--- src/rtl/jsev_pkg.sv ---
// jsev_pkg: shared types, codes and byte helpers for the JSON stream emitter.
// Used by jsev_ctrl, jsev_dp and the top module in rtl/. No dependencies.
package jsev_pkg;

	localparam int STACK_DEPTH_DEF = 32;
	localparam int DIGITS          = 20;
	localparam int CONV_STEPS      = 64;

	localparam logic [5:0]  MAX_NEST_RESET = 6'd32;
	localparam logic [31:0] BUDGET_RESET   = 32'hFFFF_FFFF;

	// configuration register indexes
	localparam logic CFG_MAX_NEST = 1'b0;
	localparam logic CFG_BUDGET   = 1'b1;

	// request codes
	localparam logic [3:0] REQ_OBJ_BEGIN = 4'd0;
	localparam logic [3:0] REQ_ARR_BEGIN = 4'd1;
	localparam logic [3:0] REQ_OBJ_END   = 4'd2;
	localparam logic [3:0] REQ_ARR_END   = 4'd3;
	localparam logic [3:0] REQ_KEY       = 4'd4;
	localparam logic [3:0] REQ_STRING    = 4'd5;
	localparam logic [3:0] REQ_NULL      = 4'd6;
	localparam logic [3:0] REQ_BOOL      = 4'd7;
	localparam logic [3:0] REQ_INT       = 4'd8;
	localparam logic [3:0] REQ_FINISH    = 4'd9;
	localparam logic [3:0] REQ_CLEAR     = 4'd10;

	// status codes
	localparam logic [2:0] ST_OK        = 3'd0;
	localparam logic [2:0] ST_MISUSE    = 3'd1;
	localparam logic [2:0] ST_TOO_DEEP  = 3'd2;
	localparam logic [2:0] ST_TOO_LARGE = 3'd3;
	localparam logic [2:0] ST_UNCLOSED  = 3'd4;

	// frame bits
	localparam int FR_OBJ      = 0;
	localparam int FR_KEY      = 1;
	localparam int FR_NONEMPTY = 2;

	// open piece kinds
	localparam logic [1:0] PIECE_NONE = 2'd0;
	localparam logic [1:0] PIECE_KEY  = 2'd1;
	localparam logic [1:0] PIECE_STR  = 2'd2;

	// literal codes
	localparam logic [1:0] LIT_NULL  = 2'd0;
	localparam logic [1:0] LIT_TRUE  = 2'd1;
	localparam logic [1:0] LIT_FALSE = 2'd2;

	typedef struct packed {
		logic [3:0]  req_type;
		logic [7:0]  data_byte;
		logic        piece_first;
		logic        piece_last;
		logic        piece_empty;
		logic [63:0] int_bits;
		logic        int_unsigned;
		logic        bool_value;
	} in_t;

	typedef struct packed {
		logic [7:0] out_byte;
		logic       byte_valid;
		logic [2:0] status;
		logic       last_of_item;
	} out_t;

	typedef enum logic [2:0] {
		S_IDLE,
		S_DECODE,
		S_CONV,
		S_TRIM,
		S_PLAN,
		S_EMIT
	} state_t;

	typedef enum logic [1:0] {
		B_NONE,
		B_ESC,
		B_LIT,
		B_INT
	} body_t;

	typedef struct packed {
		logic accept;
		logic decode;
		logic conv;
		logic trim;
		logic plan;
		logic emit;
	} cmd_t;

	typedef struct packed {
		logic need_int;
		logic conv_done;
		logic trim_done;
		logic emit_done;
	} dp_stat_t;

	function automatic logic [7:0] hex_char(input logic [3:0] n);
		return (n < 4'd10) ? {4'h3, n} : 8'h57 + {4'h0, n};
	endfunction

	function automatic logic [7:0] esc_short(input logic [7:0] c);
		logic [7:0] s;
		case (c)
			8'h22: s = 8'h22;
			8'h5C: s = 8'h5C;
			8'h08: s = 8'h62;
			8'h0C: s = 8'h66;
			8'h0A: s = 8'h6E;
			8'h0D: s = 8'h72;
			8'h09: s = 8'h74;
			default: s = 8'h00;
		endcase
		return s;
	endfunction

	function automatic logic [2:0] esc_len(input logic [7:0] c);
		logic [2:0] n;
		if (esc_short(c) != 8'h00) begin
			n = 3'd2;
		end else if (c < 8'h20) begin
			n = 3'd6;
		end else begin
			n = 3'd1;
		end
		return n;
	endfunction

	function automatic logic [7:0] esc_byte(input logic [7:0] c, input logic [2:0] j);
		logic [7:0] s;
		logic [7:0] b;
		s = esc_short(c);
		if (s != 8'h00) begin
			b = (j == 3'd0) ? 8'h5C : s;
		end else if (c < 8'h20) begin
			case (j)
				3'd0: b = 8'h5C;
				3'd1: b = 8'h75;
				3'd2: b = 8'h30;
				3'd3: b = 8'h30;
				3'd4: b = hex_char(c[7:4]);
				default: b = hex_char(c[3:0]);
			endcase
		end else begin
			b = c;
		end
		return b;
	endfunction

	function automatic logic [7:0] lit_byte(input logic [1:0] code, input logic [2:0] j);
		logic [39:0] s;
		logic [7:0]  b;
		case (code)
			LIT_NULL: s = {"null", 8'h00};
			LIT_TRUE: s = {"true", 8'h00};
			default:  s = "false";
		endcase
		case (j)
			3'd0: b = s[39:32];
			3'd1: b = s[31:24];
			3'd2: b = s[23:16];
			3'd3: b = s[15:8];
			default: b = s[7:0];
		endcase
		return b;
	endfunction

endpackage

--- src/rtl/jsev_ram.sv ---
// jsev_ram: generic single-write, single-read RAM with registered read data.
// No dependencies.
module jsev_ram #(
	parameter int WIDTH = 3,
	parameter int DEPTH = 32
) (
	input  logic                                   clk,
	input  logic                                   we,
	input  logic [(DEPTH > 1 ? $clog2(DEPTH) : 1)-1:0] waddr,
	input  logic [WIDTH-1:0]                       wdata,
	input  logic [(DEPTH > 1 ? $clog2(DEPTH) : 1)-1:0] raddr,
	output logic [WIDTH-1:0]                       rdata
);

	logic [WIDTH-1:0] mem_q [DEPTH];

	always_ff @(posedge clk) begin
		if (we) begin
			mem_q[waddr] <= wdata;
		end
		rdata <= mem_q[raddr];
	end

endmodule

--- src/rtl/jsev_ctrl.sv ---
// jsev_ctrl: sequencer for decode, decimal conversion, budget planning and emission.
// Depends on jsev_pkg.
module jsev_ctrl (
	input  logic               clk,
	input  logic               arst_n,
	input  logic               in_valid,
	output logic               in_stall,
	output logic               out_valid,
	input  logic               out_stall,
	input  jsev_pkg::dp_stat_t st,
	output jsev_pkg::cmd_t     cmd
);

	jsev_pkg::state_t state_q, state_d;

	always_ff @(posedge clk or negedge arst_n) begin
		if (!arst_n) begin
			state_q <= jsev_pkg::S_IDLE;
		end else begin
			state_q <= state_d;
		end
	end

	always_comb begin
		state_d = state_q;
		case (state_q)
			jsev_pkg::S_IDLE: begin
				if (in_valid) state_d = jsev_pkg::S_DECODE;
			end
			jsev_pkg::S_DECODE: begin
				state_d = st.need_int ? jsev_pkg::S_CONV : jsev_pkg::S_PLAN;
			end
			jsev_pkg::S_CONV: begin
				if (st.conv_done) state_d = jsev_pkg::S_TRIM;
			end
			jsev_pkg::S_TRIM: begin
				if (st.trim_done) state_d = jsev_pkg::S_PLAN;
			end
			jsev_pkg::S_PLAN: begin
				state_d = jsev_pkg::S_EMIT;
			end
			jsev_pkg::S_EMIT: begin
				if (!out_stall && st.emit_done) state_d = jsev_pkg::S_IDLE;
			end
			default: state_d = jsev_pkg::S_IDLE;
		endcase
	end

	always_comb begin
		cmd       = '0;
		in_stall  = 1'b1;
		out_valid = 1'b0;
		case (state_q)
			jsev_pkg::S_IDLE: begin
				in_stall   = 1'b0;
				cmd.accept = in_valid;
			end
			jsev_pkg::S_DECODE: cmd.decode = 1'b1;
			jsev_pkg::S_CONV:   cmd.conv   = 1'b1;
			jsev_pkg::S_TRIM:   cmd.trim   = 1'b1;
			jsev_pkg::S_PLAN:   cmd.plan   = 1'b1;
			jsev_pkg::S_EMIT: begin
				out_valid = 1'b1;
				cmd.emit  = !out_stall;
			end
			default: cmd = '0;
		endcase
	end

endmodule

--- src/rtl/jsev_dp.sv ---
// jsev_dp: datapath - config registers, nesting state, frame stack RAM,
// binary-to-decimal converter, budget check and byte emitter. Depends on jsev_pkg, jsev_ram.
module jsev_dp #(
	parameter int STACK_DEPTH = jsev_pkg::STACK_DEPTH_DEF
) (
	input  logic               clk,
	input  logic               arst_n,
	input  logic               cfg_we,
	input  logic               cfg_index,
	input  logic [31:0]        cfg_data,
	input  jsev_pkg::in_t      in_data,
	input  jsev_pkg::cmd_t     cmd,
	output jsev_pkg::dp_stat_t st,
	output jsev_pkg::out_t     out_data
);

	localparam int LW = $clog2(STACK_DEPTH + 1);
	localparam int AW = (STACK_DEPTH > 1) ? $clog2(STACK_DEPTH) : 1;
	localparam int BW = jsev_pkg::DIGITS * 4;

	logic [5:0]       max_nest_q;
	logic [31:0]      budget_q;
	jsev_pkg::in_t    in_q;
	logic [LW-1:0]    level_q;
	logic             root_q;
	logic [2:0]       stat_q;
	logic [31:0]      bw_q;
	logic [1:0]       popen_q;
	logic [2:0]       top_q;
	logic             reload_q;
	logic             plan_act_q;

	// token plan
	logic             comma_q, head_q, tail_q, colon_q;
	logic [7:0]       hbyte_q;
	jsev_pkg::body_t  bkind_q;
	logic [4:0]       blen_q;
	logic [1:0]       lit_q;
	logic             neg_q;
	logic [4:0]       bidx_q;
	logic [5:0]       ecnt_q;

	// decimal conversion
	logic [63:0]      bin_q;
	logic [BW-1:0]    bcd_q;
	logic [5:0]       cnt_q;
	logic [4:0]       nd_q;

	logic [2:0]       ram_rdata;

	// decode
	logic             t_obj, t_key, t_ne;
	logic             bv_fail, bv_comma, bv_root;
	logic [2:0]       bv_top;
	logic [3:0]       req;
	logic             active, is_clear, at_lim;
	logic [2:0]       lfail;
	logic             d_comma, d_head, d_tail, d_colon, d_push, d_pop, d_int;
	logic [7:0]       d_hbyte;
	jsev_pkg::body_t  d_bkind;
	logic [4:0]       d_blen;
	logic [1:0]       d_lit;
	logic [LW-1:0]    n_level;
	logic [2:0]       n_top;
	logic             n_root;
	logic [1:0]       n_popen;
	logic             first_e, last_e, is_key;
	logic [1:0]       kind;
	logic             dec_ok;
	logic [LW-1:0]    lvl_m1, lvl_m2;
	logic [63:0]      mag;

	assign t_obj  = top_q[jsev_pkg::FR_OBJ];
	assign t_key  = top_q[jsev_pkg::FR_KEY];
	assign t_ne   = top_q[jsev_pkg::FR_NONEMPTY];
	assign req    = in_q.req_type;
	assign lvl_m1 = level_q - LW'(1);
	assign lvl_m2 = level_q - LW'(2);

	always_comb begin
		bv_fail  = 1'b0;
		bv_comma = 1'b0;
		bv_root  = root_q | (level_q == '0);
		bv_top   = top_q;
		if (level_q == '0) begin
			bv_fail = root_q;
		end else if (t_obj) begin
			bv_fail = !t_key;
			bv_top  = 3'b101;
		end else begin
			bv_comma = t_ne;
			bv_top[jsev_pkg::FR_NONEMPTY] = 1'b1;
		end
	end

	assign at_lim = ({6'b0, level_q} >= {{LW{1'b0}}, max_nest_q})
		|| (level_q == LW'(STACK_DEPTH));
	assign is_clear = (req == jsev_pkg::REQ_CLEAR);
	assign active   = (stat_q == jsev_pkg::ST_OK) && (req <= jsev_pkg::REQ_FINISH);
	assign first_e  = in_q.piece_first | in_q.piece_empty;
	assign last_e   = in_q.piece_last | in_q.piece_empty;
	assign is_key   = (req == jsev_pkg::REQ_KEY);
	assign kind     = is_key ? jsev_pkg::PIECE_KEY : jsev_pkg::PIECE_STR;

	always_comb begin
		lfail   = jsev_pkg::ST_OK;
		d_comma = 1'b0;
		d_head  = 1'b0;
		d_hbyte = 8'h00;
		d_bkind = jsev_pkg::B_NONE;
		d_blen  = 5'd0;
		d_lit   = jsev_pkg::LIT_NULL;
		d_tail  = 1'b0;
		d_colon = 1'b0;
		d_push  = 1'b0;
		d_pop   = 1'b0;
		d_int   = 1'b0;
		n_level = level_q;
		n_top   = top_q;
		n_root  = root_q;
		n_popen = popen_q;
		if (active) begin
			if (popen_q != jsev_pkg::PIECE_NONE && req != jsev_pkg::REQ_KEY
				&& req != jsev_pkg::REQ_STRING) begin
				lfail = (req == jsev_pkg::REQ_FINISH) ? jsev_pkg::ST_UNCLOSED
					: jsev_pkg::ST_MISUSE;
			end else begin
				case (req)
					jsev_pkg::REQ_OBJ_BEGIN, jsev_pkg::REQ_ARR_BEGIN: begin
						if (at_lim) begin
							lfail = jsev_pkg::ST_TOO_DEEP;
						end else if (bv_fail) begin
							lfail = jsev_pkg::ST_MISUSE;
						end else begin
							d_comma = bv_comma;
							d_head  = 1'b1;
							d_hbyte = (req == jsev_pkg::REQ_OBJ_BEGIN) ? 8'h7B : 8'h5B;
							n_root  = bv_root;
							d_push  = 1'b1;
							n_top   = {2'b00, req == jsev_pkg::REQ_OBJ_BEGIN};
							n_level = level_q + LW'(1);
						end
					end
					jsev_pkg::REQ_OBJ_END, jsev_pkg::REQ_ARR_END: begin
						if (level_q == '0 || t_obj != (req == jsev_pkg::REQ_OBJ_END)
							|| t_key) begin
							lfail = jsev_pkg::ST_MISUSE;
						end else begin
							d_head  = 1'b1;
							d_hbyte = (req == jsev_pkg::REQ_OBJ_END) ? 8'h7D : 8'h5D;
							d_pop   = 1'b1;
							n_level = lvl_m1;
						end
					end
					jsev_pkg::REQ_KEY, jsev_pkg::REQ_STRING: begin
						if ((popen_q != jsev_pkg::PIECE_NONE && (popen_q != kind || first_e))
							|| (popen_q == jsev_pkg::PIECE_NONE && !first_e)) begin
							lfail = jsev_pkg::ST_MISUSE;
						end else begin
							if (first_e) begin
								if (is_key) begin
									if (level_q == '0 || !t_obj || t_key) begin
										lfail = jsev_pkg::ST_MISUSE;
									end else begin
										d_comma = t_ne;
									end
								end else if (bv_fail) begin
									lfail = jsev_pkg::ST_MISUSE;
								end else begin
									d_comma = bv_comma;
									n_root  = bv_root;
									n_top   = bv_top;
								end
								d_head  = 1'b1;
								d_hbyte = 8'h22;
							end
							if (!in_q.piece_empty) begin
								d_bkind = jsev_pkg::B_ESC;
								d_blen  = {2'b00, jsev_pkg::esc_len(in_q.data_byte)};
							end
							if (last_e) begin
								d_tail  = 1'b1;
								d_colon = is_key;
								if (is_key) n_top[jsev_pkg::FR_KEY] = 1'b1;
								n_popen = jsev_pkg::PIECE_NONE;
							end else begin
								n_popen = kind;
							end
						end
					end
					jsev_pkg::REQ_NULL, jsev_pkg::REQ_BOOL: begin
						if (bv_fail) begin
							lfail = jsev_pkg::ST_MISUSE;
						end else begin
							d_comma = bv_comma;
							n_root  = bv_root;
							n_top   = bv_top;
							d_bkind = jsev_pkg::B_LIT;
							if (req == jsev_pkg::REQ_NULL) begin
								d_lit  = jsev_pkg::LIT_NULL;
								d_blen = 5'd4;
							end else if (in_q.bool_value) begin
								d_lit  = jsev_pkg::LIT_TRUE;
								d_blen = 5'd4;
							end else begin
								d_lit  = jsev_pkg::LIT_FALSE;
								d_blen = 5'd5;
							end
						end
					end
					jsev_pkg::REQ_INT: begin
						if (bv_fail) begin
							lfail = jsev_pkg::ST_MISUSE;
						end else begin
							d_comma = bv_comma;
							n_root  = bv_root;
							n_top   = bv_top;
							d_bkind = jsev_pkg::B_INT;
							d_int   = 1'b1;
						end
					end
					jsev_pkg::REQ_FINISH: begin
						if (level_q != '0) begin
							lfail = jsev_pkg::ST_UNCLOSED;
						end else if (!root_q) begin
							lfail = jsev_pkg::ST_MISUSE;
						end
					end
					default: lfail = jsev_pkg::ST_OK;
				endcase
			end
		end
	end

	assign dec_ok = active && (lfail == jsev_pkg::ST_OK);
	assign mag    = (!in_q.int_unsigned && in_q.int_bits[63]) ? (~in_q.int_bits + 64'd1)
		: in_q.int_bits;

	// frame stack: entry i holds the frame of level i+1; top frame lives in top_q
	jsev_ram #(.WIDTH(3), .DEPTH(STACK_DEPTH)) u_stack (
		.clk   (clk),
		.we    (cmd.decode && dec_ok && d_push && level_q != '0),
		.waddr (lvl_m1[AW-1:0]),
		.wdata (bv_top),
		.raddr (lvl_m2[AW-1:0]),
		.rdata (ram_rdata)
	);

	// decimal conversion step: add 3 to digits of 5 or more, then shift
	logic [BW-1:0] bcd_adj;
	always_comb begin
		for (int i = 0; i < jsev_pkg::DIGITS; i++) begin
			bcd_adj[i*4 +: 4] = (bcd_q[i*4 +: 4] >= 4'd5) ? bcd_q[i*4 +: 4] + 4'd3
				: bcd_q[i*4 +: 4];
		end
	end

	// budget planning
	logic [31:0] rem;
	logic [4:0]  blen_eff;
	logic [5:0]  c1, c2, c3, c4, c5, n_emit;
	logic        ok1, ok2, ok3, ok4, ok5;

	assign rem      = (bw_q > budget_q) ? 32'd0 : budget_q - bw_q;
	assign blen_eff = (bkind_q == jsev_pkg::B_INT) ? nd_q + {4'd0, neg_q} : blen_q;
	assign c1 = {5'd0, comma_q};
	assign c2 = c1 + {5'd0, head_q};
	assign c3 = c2 + {1'b0, blen_eff};
	assign c4 = c3 + {5'd0, tail_q};
	assign c5 = c4 + {5'd0, colon_q};
	assign ok1 = {26'd0, c1} <= rem;
	assign ok2 = {26'd0, c2} <= rem;
	assign ok3 = {26'd0, c3} <= rem;
	assign ok4 = {26'd0, c4} <= rem;
	assign ok5 = {26'd0, c5} <= rem;
	assign n_emit = ok5 ? c5 : ok4 ? c4 : ok3 ? c3 : ok2 ? c2 : ok1 ? c1 : 6'd0;

	// emitter byte select
	logic       in_body;
	logic [7:0] body_byte, sel_byte;
	assign in_body = bidx_q < blen_q;
	always_comb begin
		case (bkind_q)
			jsev_pkg::B_ESC: body_byte = jsev_pkg::esc_byte(in_q.data_byte, bidx_q[2:0]);
			jsev_pkg::B_LIT: body_byte = jsev_pkg::lit_byte(lit_q, bidx_q[2:0]);
			jsev_pkg::B_INT: body_byte = neg_q ? 8'h2D : {4'h3, bcd_q[BW-1 -: 4]};
			default:         body_byte = 8'h00;
		endcase
		if (comma_q) begin
			sel_byte = 8'h2C;
		end else if (head_q) begin
			sel_byte = hbyte_q;
		end else if (in_body) begin
			sel_byte = body_byte;
		end else if (tail_q) begin
			sel_byte = 8'h22;
		end else begin
			sel_byte = 8'h3A;
		end
	end

	assign out_data.out_byte     = (ecnt_q != 6'd0) ? sel_byte : 8'h00;
	assign out_data.byte_valid   = (ecnt_q != 6'd0);
	assign out_data.status       = stat_q;
	assign out_data.last_of_item = (ecnt_q <= 6'd1);

	assign st.need_int  = dec_ok && d_int;
	assign st.conv_done = (cnt_q == 6'(jsev_pkg::CONV_STEPS - 1));
	assign st.trim_done = (nd_q == 5'd1) || (bcd_q[BW-1 -: 4] != 4'd0);
	assign st.emit_done = (ecnt_q <= 6'd1);

	// config and control state
	always_ff @(posedge clk or negedge arst_n) begin
		if (!arst_n) begin
			max_nest_q <= jsev_pkg::MAX_NEST_RESET;
			budget_q   <= jsev_pkg::BUDGET_RESET;
			level_q    <= '0;
			root_q     <= 1'b0;
			stat_q     <= jsev_pkg::ST_OK;
			bw_q       <= 32'd0;
			popen_q    <= jsev_pkg::PIECE_NONE;
			reload_q   <= 1'b0;
			plan_act_q <= 1'b0;
			ecnt_q     <= 6'd0;
		end else begin
			if (cfg_we) begin
				case (cfg_index)
					jsev_pkg::CFG_MAX_NEST: max_nest_q <= cfg_data[5:0];
					jsev_pkg::CFG_BUDGET:   budget_q   <= cfg_data;
					default: ;
				endcase
			end
			reload_q <= cmd.decode && dec_ok && d_pop && (level_q > LW'(1));
			if (cmd.decode) begin
				if (is_clear) begin
					level_q    <= '0;
					root_q     <= 1'b0;
					stat_q     <= jsev_pkg::ST_OK;
					bw_q       <= 32'd0;
					popen_q    <= jsev_pkg::PIECE_NONE;
					plan_act_q <= 1'b0;
				end else begin
					if (lfail != jsev_pkg::ST_OK) stat_q <= lfail;
					plan_act_q <= dec_ok;
					if (dec_ok) begin
						level_q <= n_level;
						root_q  <= n_root;
						popen_q <= n_popen;
					end
				end
			end
			if (cmd.plan) begin
				if (plan_act_q) begin
					ecnt_q <= n_emit;
					bw_q   <= bw_q + {26'd0, n_emit};
					if (!ok5) stat_q <= jsev_pkg::ST_TOO_LARGE;
				end else begin
					ecnt_q <= 6'd0;
				end
			end
			if (cmd.emit && ecnt_q != 6'd0) begin
				ecnt_q <= ecnt_q - 6'd1;
			end
		end
	end

	// payload registers
	always_ff @(posedge clk) begin
		if (cmd.accept) begin
			in_q <= in_data;
		end
		if (reload_q) begin
			top_q <= ram_rdata;
		end
		if (cmd.decode) begin
			if (dec_ok) top_q <= n_top;
			comma_q <= d_comma;
			head_q  <= d_head;
			hbyte_q <= d_hbyte;
			bkind_q <= d_bkind;
			blen_q  <= d_blen;
			lit_q   <= d_lit;
			tail_q  <= d_tail;
			colon_q <= d_colon;
			bidx_q  <= 5'd0;
			neg_q   <= !in_q.int_unsigned && in_q.int_bits[63];
			bin_q   <= mag;
			bcd_q   <= '0;
			cnt_q   <= 6'd0;
			nd_q    <= 5'(jsev_pkg::DIGITS);
		end
		if (cmd.conv) begin
			{bcd_q, bin_q} <= {bcd_adj[BW-2:0], bin_q, 1'b0};
			cnt_q <= cnt_q + 6'd1;
		end
		if (cmd.trim && !st.trim_done) begin
			bcd_q <= {bcd_q[BW-5:0], 4'h0};
			nd_q  <= nd_q - 5'd1;
		end
		if (cmd.plan) begin
			blen_q <= blen_eff;
		end
		if (cmd.emit) begin
			if (comma_q) begin
				comma_q <= 1'b0;
			end else if (head_q) begin
				head_q <= 1'b0;
			end else if (in_body) begin
				bidx_q <= bidx_q + 5'd1;
				if (bkind_q == jsev_pkg::B_INT) begin
					if (neg_q) begin
						neg_q <= 1'b0;
					end else begin
						bcd_q <= {bcd_q[BW-5:0], 4'h0};
					end
				end
			end else if (tail_q) begin
				tail_q <= 1'b0;
			end else begin
				colon_q <= 1'b0;
			end
		end
	end

endmodule

--- src/rtl/json_stream_emitter_validator_top.sv ---
// json_stream_emitter_validator_top: streaming JSON writer with misuse checking.
// Depends on jsev_pkg, jsev_ctrl, jsev_dp (and jsev_ram through jsev_dp).
//  - Input channel (in_valid/in_stall/in_data): one JSON writing event per
//    transaction. Key and string text arrives one byte per transaction.
//  - Output channel (out_valid/out_stall/out_data): one transaction per JSON
//    byte produced; an event that yields no byte gives one status-only
//    transaction. last_of_item marks the final transaction of each event,
//    and every transaction of an event carries the sticky status after it.
//  - Config port (cfg_we/cfg_index/cfg_data): index 0 max nesting, index 1
//    byte budget. Write only while the block is idle.
//  - Events are handled one at a time. After acceptance each event is decoded
//    and budget-planned, then it emits its output transactions in order.
//  - Integer events also run the shift/add binary-to-decimal converter on the
//    64-bit magnitude, then strip leading zeros one digit per cycle.
//  - A stalled output holds its transaction; in_stall stays high until the
//    last result of the current event is taken.
//  - Reset restores the register defaults and clears all nesting state;
//    the frame stack RAM needs no clearing since it is read only below the
//    current nesting level.
module json_stream_emitter_validator_top #(
	parameter int STACK_DEPTH = jsev_pkg::STACK_DEPTH_DEF
) (
	input  logic           clk,
	input  logic           arst_n,
	input  logic           in_valid,
	output logic           in_stall,
	input  jsev_pkg::in_t  in_data,
	output logic           out_valid,
	input  logic           out_stall,
	output jsev_pkg::out_t out_data,
	input  logic           cfg_we,
	input  logic           cfg_index,
	input  logic [31:0]    cfg_data
);

	jsev_pkg::cmd_t     cmd;
	jsev_pkg::dp_stat_t st;

	// sequencer: owns both handshakes
	jsev_ctrl u_ctrl (
		.clk       (clk),
		.arst_n    (arst_n),
		.in_valid  (in_valid),
		.in_stall  (in_stall),
		.out_valid (out_valid),
		.out_stall (out_stall),
		.st        (st),
		.cmd       (cmd)
	);

	// datapath: state, stack, decimal converter, emitter
	jsev_dp #(.STACK_DEPTH(STACK_DEPTH)) u_dp (
		.clk       (clk),
		.arst_n    (arst_n),
		.cfg_we    (cfg_we),
		.cfg_index (cfg_index),
		.cfg_data  (cfg_data),
		.in_data   (in_data),
		.cmd       (cmd),
		.st        (st),
		.out_data  (out_data)
	);

endmodule

--- config.mk ---
export PLATFORM = sky130hd
export DESIGN_NAME = json_stream_emitter_validator_top
export DESIGN_NICKNAME = d
export VERILOG_FILES = /design/src/rtl/jsev_pkg.sv /design/src/rtl/jsev_ram.sv /design/src/rtl/jsev_ctrl.sv /design/src/rtl/jsev_dp.sv /design/src/rtl/json_stream_emitter_validator_top.sv
export SDC_FILE = /design/constraint.sdc
export NUM_CORES = 1
export LEC_CHECK = 0
export CORE_ASPECT_RATIO = 0.6
export CORE_MARGIN = 3
export CORE_UTILIZATION = 60
export CTS_CLUSTER_SIZE = 20
export DETAILED_ROUTE_END_ITERATION = 8
export DONT_BUFFER_PORTS = 1
export GPL_ROUTABILITY_DRIVEN = 0
export PLACE_DENSITY = 0.76
export SLEW_MARGIN = 10
export SYNTH_ARGS = -nofsm -noshare
export SYNTH_HDL_FRONTEND = slang
export SYNTH_HIERARCHICAL = 1
export SYNTH_SLANG_ARGS = --single-unit
--- constraint.sdc ---
create_clock -name clk -period 8.9 [get_ports clk]
set_input_delay 0.89 -clock clk [delete_from_list [all_inputs] [get_ports clk]]
set_output_delay 0.89 -clock clk [all_outputs]
set_load 0.05 [all_outputs]
==> metrics.md <==
| Metric | Value |
|---|---|
| CP max FO | 9 |
| Post-synth top area share | 0.298 |
| Core Rows | around 60 |
| Setup WS pre-CTS | 0.545 ns |
| GRT Residual Overflow | 0 |
| Ys async rst share | 0.205 |
| Largest cells by area after synthesis | edfxtp_1 30%, dfxtp_1 7.0%, ha_1 6.7% |
| VDD IR max | 178 µV |
| Main synth FF type | edfxtp_1 |
| Critical path class | reg -> reg |
| Post-synthesis sequential area ratio | 0.457 |
| P per Cell Area | 307 nW/µm² |
| Adder-Cell Fraction of Synth Area | 0.0693 |
| CP required | about 9.4 ns |
| Syn_nets | 3,058 |
| First-pass GRT wire length | 107,000 µm |
| Post-Syn Area | 26,900 µm² |
| Gr usage total | 0.279 |
| Starting Density | 0.614 |
| Worst Tran Pin Value | 1.18 ns |
| Max Freq | 0.119 GHz |
| TritonRoute pass-1 iters | 6 |
| Final-stage net count | 2,999 |
| Min-Delay Path Class | in -> async |
| Total negative slack | 0 ns |
| Initial drt markers | 2,674 |
| Core area | ~44,000 µm² |
| Critical Path Sink Type | flop |
| Layout cells sized above 1 | 0.0820 |
| Clk Latency, worst-skew pair | 0.58 ns |
| Cell with the most instances after synthesis | nand2_1 |
| Syn Area/Cell | 9.62 µm² |
| Postcts setup bufs | 0 |
| Initial antenna violation count | 2 |
| Synth Area in Compound Gates | 0.179 |
| Die width | ~280 µm |
| Worst clock skew | 0.0164 ns |
| XOR/XNOR Fraction of Synth Area | 0.0424 |
| RSZ-0062 raised after global routing | no |
| Post-synthesis mux area share | 0.0498 |
| Average wire per standard cell | 19.9 µm |
| Crit start category | flop |
| Final WL | ~67,000 µm |
| CTS max path bufs | 3 |
| Mapped Cells | 2,792 |
| Largest family of logic cells by synthesized area | compound AO/OA/AOI/OAI gates |
| Antenna-violating nets left | 0 |
| Yosys top cell by area | edfxtp_1 |
| CP max stage delay | 0.53 ns |
| Final count of negative-setup-slack endpoints | 0 |
| DRC | 0 |
| Fin. max-slew vios | 0 |
| CTS tree | built |
| Max Cap Viol | 0 |
| Vias in the first global route | 20,000 |
| Yosys warns | 6 |
| Largest net degree at the start of global routing | between 100 and 150 |
| Leakage power | approximately 10 nW |
| Num CTS Buffers | 43 |
| Reg clk slew, reported paths | 0.07 ns |
| Via density | roughly 6.4 |
| Ports | about 130 |
| Number of H-tree levels | 2 |
| Hold Violations, Final | 0 |
| Slew margin rel. | 0.214 |
| Status | completed |
| Most frequent CP cell | ha_1 |
| Worst setup margin | roughly 0.48 ns |
| Post-synthesis simple-gate area fraction | 0.164 |
| Dpl hpwl | 47,000 µm |
| Die area | approximately 47,000 µm² |
| Via count | 21,500 |
| Post-synthesis register bit count | 454 |
| Worst Path Arrival | 8.88 ns |
| Syn-to-layout area delta | 6.83% |
| Synth top cells by count | 362 x nand2_1, 269 x o21ai_0, 267 x edfxtp_1 |
| CTS sink cnt | 454 |
| Post-synth EDFFs | roughly 270 |
| Min cycle time layout | 8.42 ns |
| I/O Buffers | 0 |
| Chip Height | ~170 µm |
| Period utilization | 0.946 |
| Slowest-stage cell, CP | dfxtp_1 |
| Post-synth cell types | between 90 and 100 |
| Clk root buf | clkbuf_16 |
## path summary, 6_finish.rpt
path                          startpoint            endpoint  slack [ns]  cells after the start
hold / removal                    arst_n     u_dp/level_q[2]        0.02                      0
hold reg to reg            u_dp/bw_q[10]       u_dp/bw_q[10]        0.50                      1
min in group clk             in_data[29]       u_dp/in_q[29]        0.41                      0
setup / recovery              u_dp/neg_q       u_dp/bw_q[28]        0.48                     31
setup reg to reg              u_dp/neg_q       u_dp/bw_q[28]        0.48                     31
max in group asynchronous         arst_n  u_dp/max_nest_q[1]        7.79                      1
## metal layers
metal / vias up / global-route usage / routed length [µm] / share of wire
li1: 10100 / - / - / -
met2: 1005 / 0.417 / 29200 / 0.44
met4: 0 / 0.0737 / 1580 / 0.024
met5: - / 0 / 0 / 0
met3: 140 / 0.0606 / 6230 / 0.093
met1: 10300 / 0.413 / 29800 / 0.45
## layout make-up
type,instances,area (µm²)
diodes,2,5.00
clock buffers,53,1130
clock inverters,27,246
fillers,3375,15100
inverters,140,526
multi-input cells,2072,13600
flip-flops and latches,454,12300
well taps,579,724
repair buffers,22,180
## timing repair
| action | CTS | global route |
|---|---|---|
| endpoints found under the hold margin | 37 | 0 |
| hold buffers | 2 | 0 |
| setup endpoints to repair | 0 | 2 |
| resized for setup | 0 | 3 |
## flip-flops by register name, summed over array words and instances, names as in the netlist, 5 cells and up
signal              cells
u_dp/u_stack/mem_q     96
u_dp/bcd_q             80
u_dp/in_q              77
u_dp/bin_q             64
u_dp/budget_q          32
u_dp/bw_q              32
u_dp/cnt_q              6
u_dp/ecnt_q             6
u_dp/level_q            6
u_dp/max_nest_q         6
u_dp/bidx_q             5
u_dp/blen_q             5
u_dp/nd_q               5
## worst max-delay path: cells and delay by family, from the launching register on
kind            cells  cell delay, ns
compound gates      8            1.61
xor+xnor            3            1.10
fa+ha+maj           5            1.36
buf+inv             1            0.08
flops               1            0.53
mux                 1            0.28
simple gates       13            3.32
## cell families (layout without fill, tap and decap cells)
| logic type | after synthesis | in the layout |
|---|---|---|
| AOI/OAI and AO/OA | 767 | 767 |
| buffers and inverters | 266 | 242 |
| DFF | 454 | 454 |
| and+or+nand+nor | 937 | 937 |
| muxes | 91 | 91 |
| xor gates and xnor gates | 130 | 130 |
| other | 0 | 2 |
| adders and majority gates | 147 | 147 |
## per-stage QoR
| stage | util | area (µm²) | power (mW) | cells | hold slack (ns) |
|---|---|---|---|---|---|
| 2_1_floorplan | - | 26900 | 5.92 | 2792 | 0.456 |
| 6_report | 0.656 | 28700 | 8.80 | 3349 | 0.0223 |
| 3_3_place_gp | 0.623 | 27300 | 6.71 | 3265 | 0.473 |
| 4_1_cts | 0.655 | 28700 | 8.75 | 3347 | 0.00306 |
| 3_5_place_dp | 0.623 | 27300 | 6.87 | 3265 | 0.489 |
| 5_1_grt | 0.656 | 28700 | 9.38 | 3349 | 0.00516 |
## layout by cell type, fill, tap and decap left out, types with 11 or more instances in the layout
| cell | instances |
|---|---|
| a211oi_1 | 21 |
| a21o_1 | 20 |
| a21oi_1 | 172 |
| a221oi_1 | 32 |
| a22oi_1 | 47 |
| a31oi_1 | 20 |
| a32o_1 | 15 |
| and2_1 | 19 |
| and3_1 | 21 |
| buf_4 | 20 |
| clkbuf_16 | 43 |
| clkinv_2 | 11 |
| dfrtp_1 | 60 |
| dfstp_2 | 33 |
| dfxtp_1 | 94 |
| edfxtp_1 | 267 |
| ha_1 | 144 |
| inv_1 | 136 |
| mux2_2 | 38 |
| mux2i_1 | 23 |
| mux4_2 | 29 |
| nand2_1 | 361 |
| nand2b_1 | 66 |
| nand3_1 | 64 |
| nand4_1 | 22 |
| nor2_1 | 196 |
| nor2b_1 | 21 |
| nor3_1 | 65 |
| nor4_1 | 14 |
| o211ai_1 | 19 |
| o21a_1 | 30 |
| o21ai_0 | 269 |
| o31ai_1 | 13 |
| o41ai_1 | 14 |
| or2_2 | 13 |
| or3_1 | 20 |
| xnor2_1 | 86 |
| xor2_1 | 43 |
## where the power goes
| part | switching, mW | internal [mW] |
|---|---|---|
| Sequential | 0.309 | 2.70 |
| Clock | 0.831 | 1.01 |
| Combinational | 2.49 | 1.47 |
| Total | 3.62 | 5.18 |
Power figures use the tool's default switching activity.
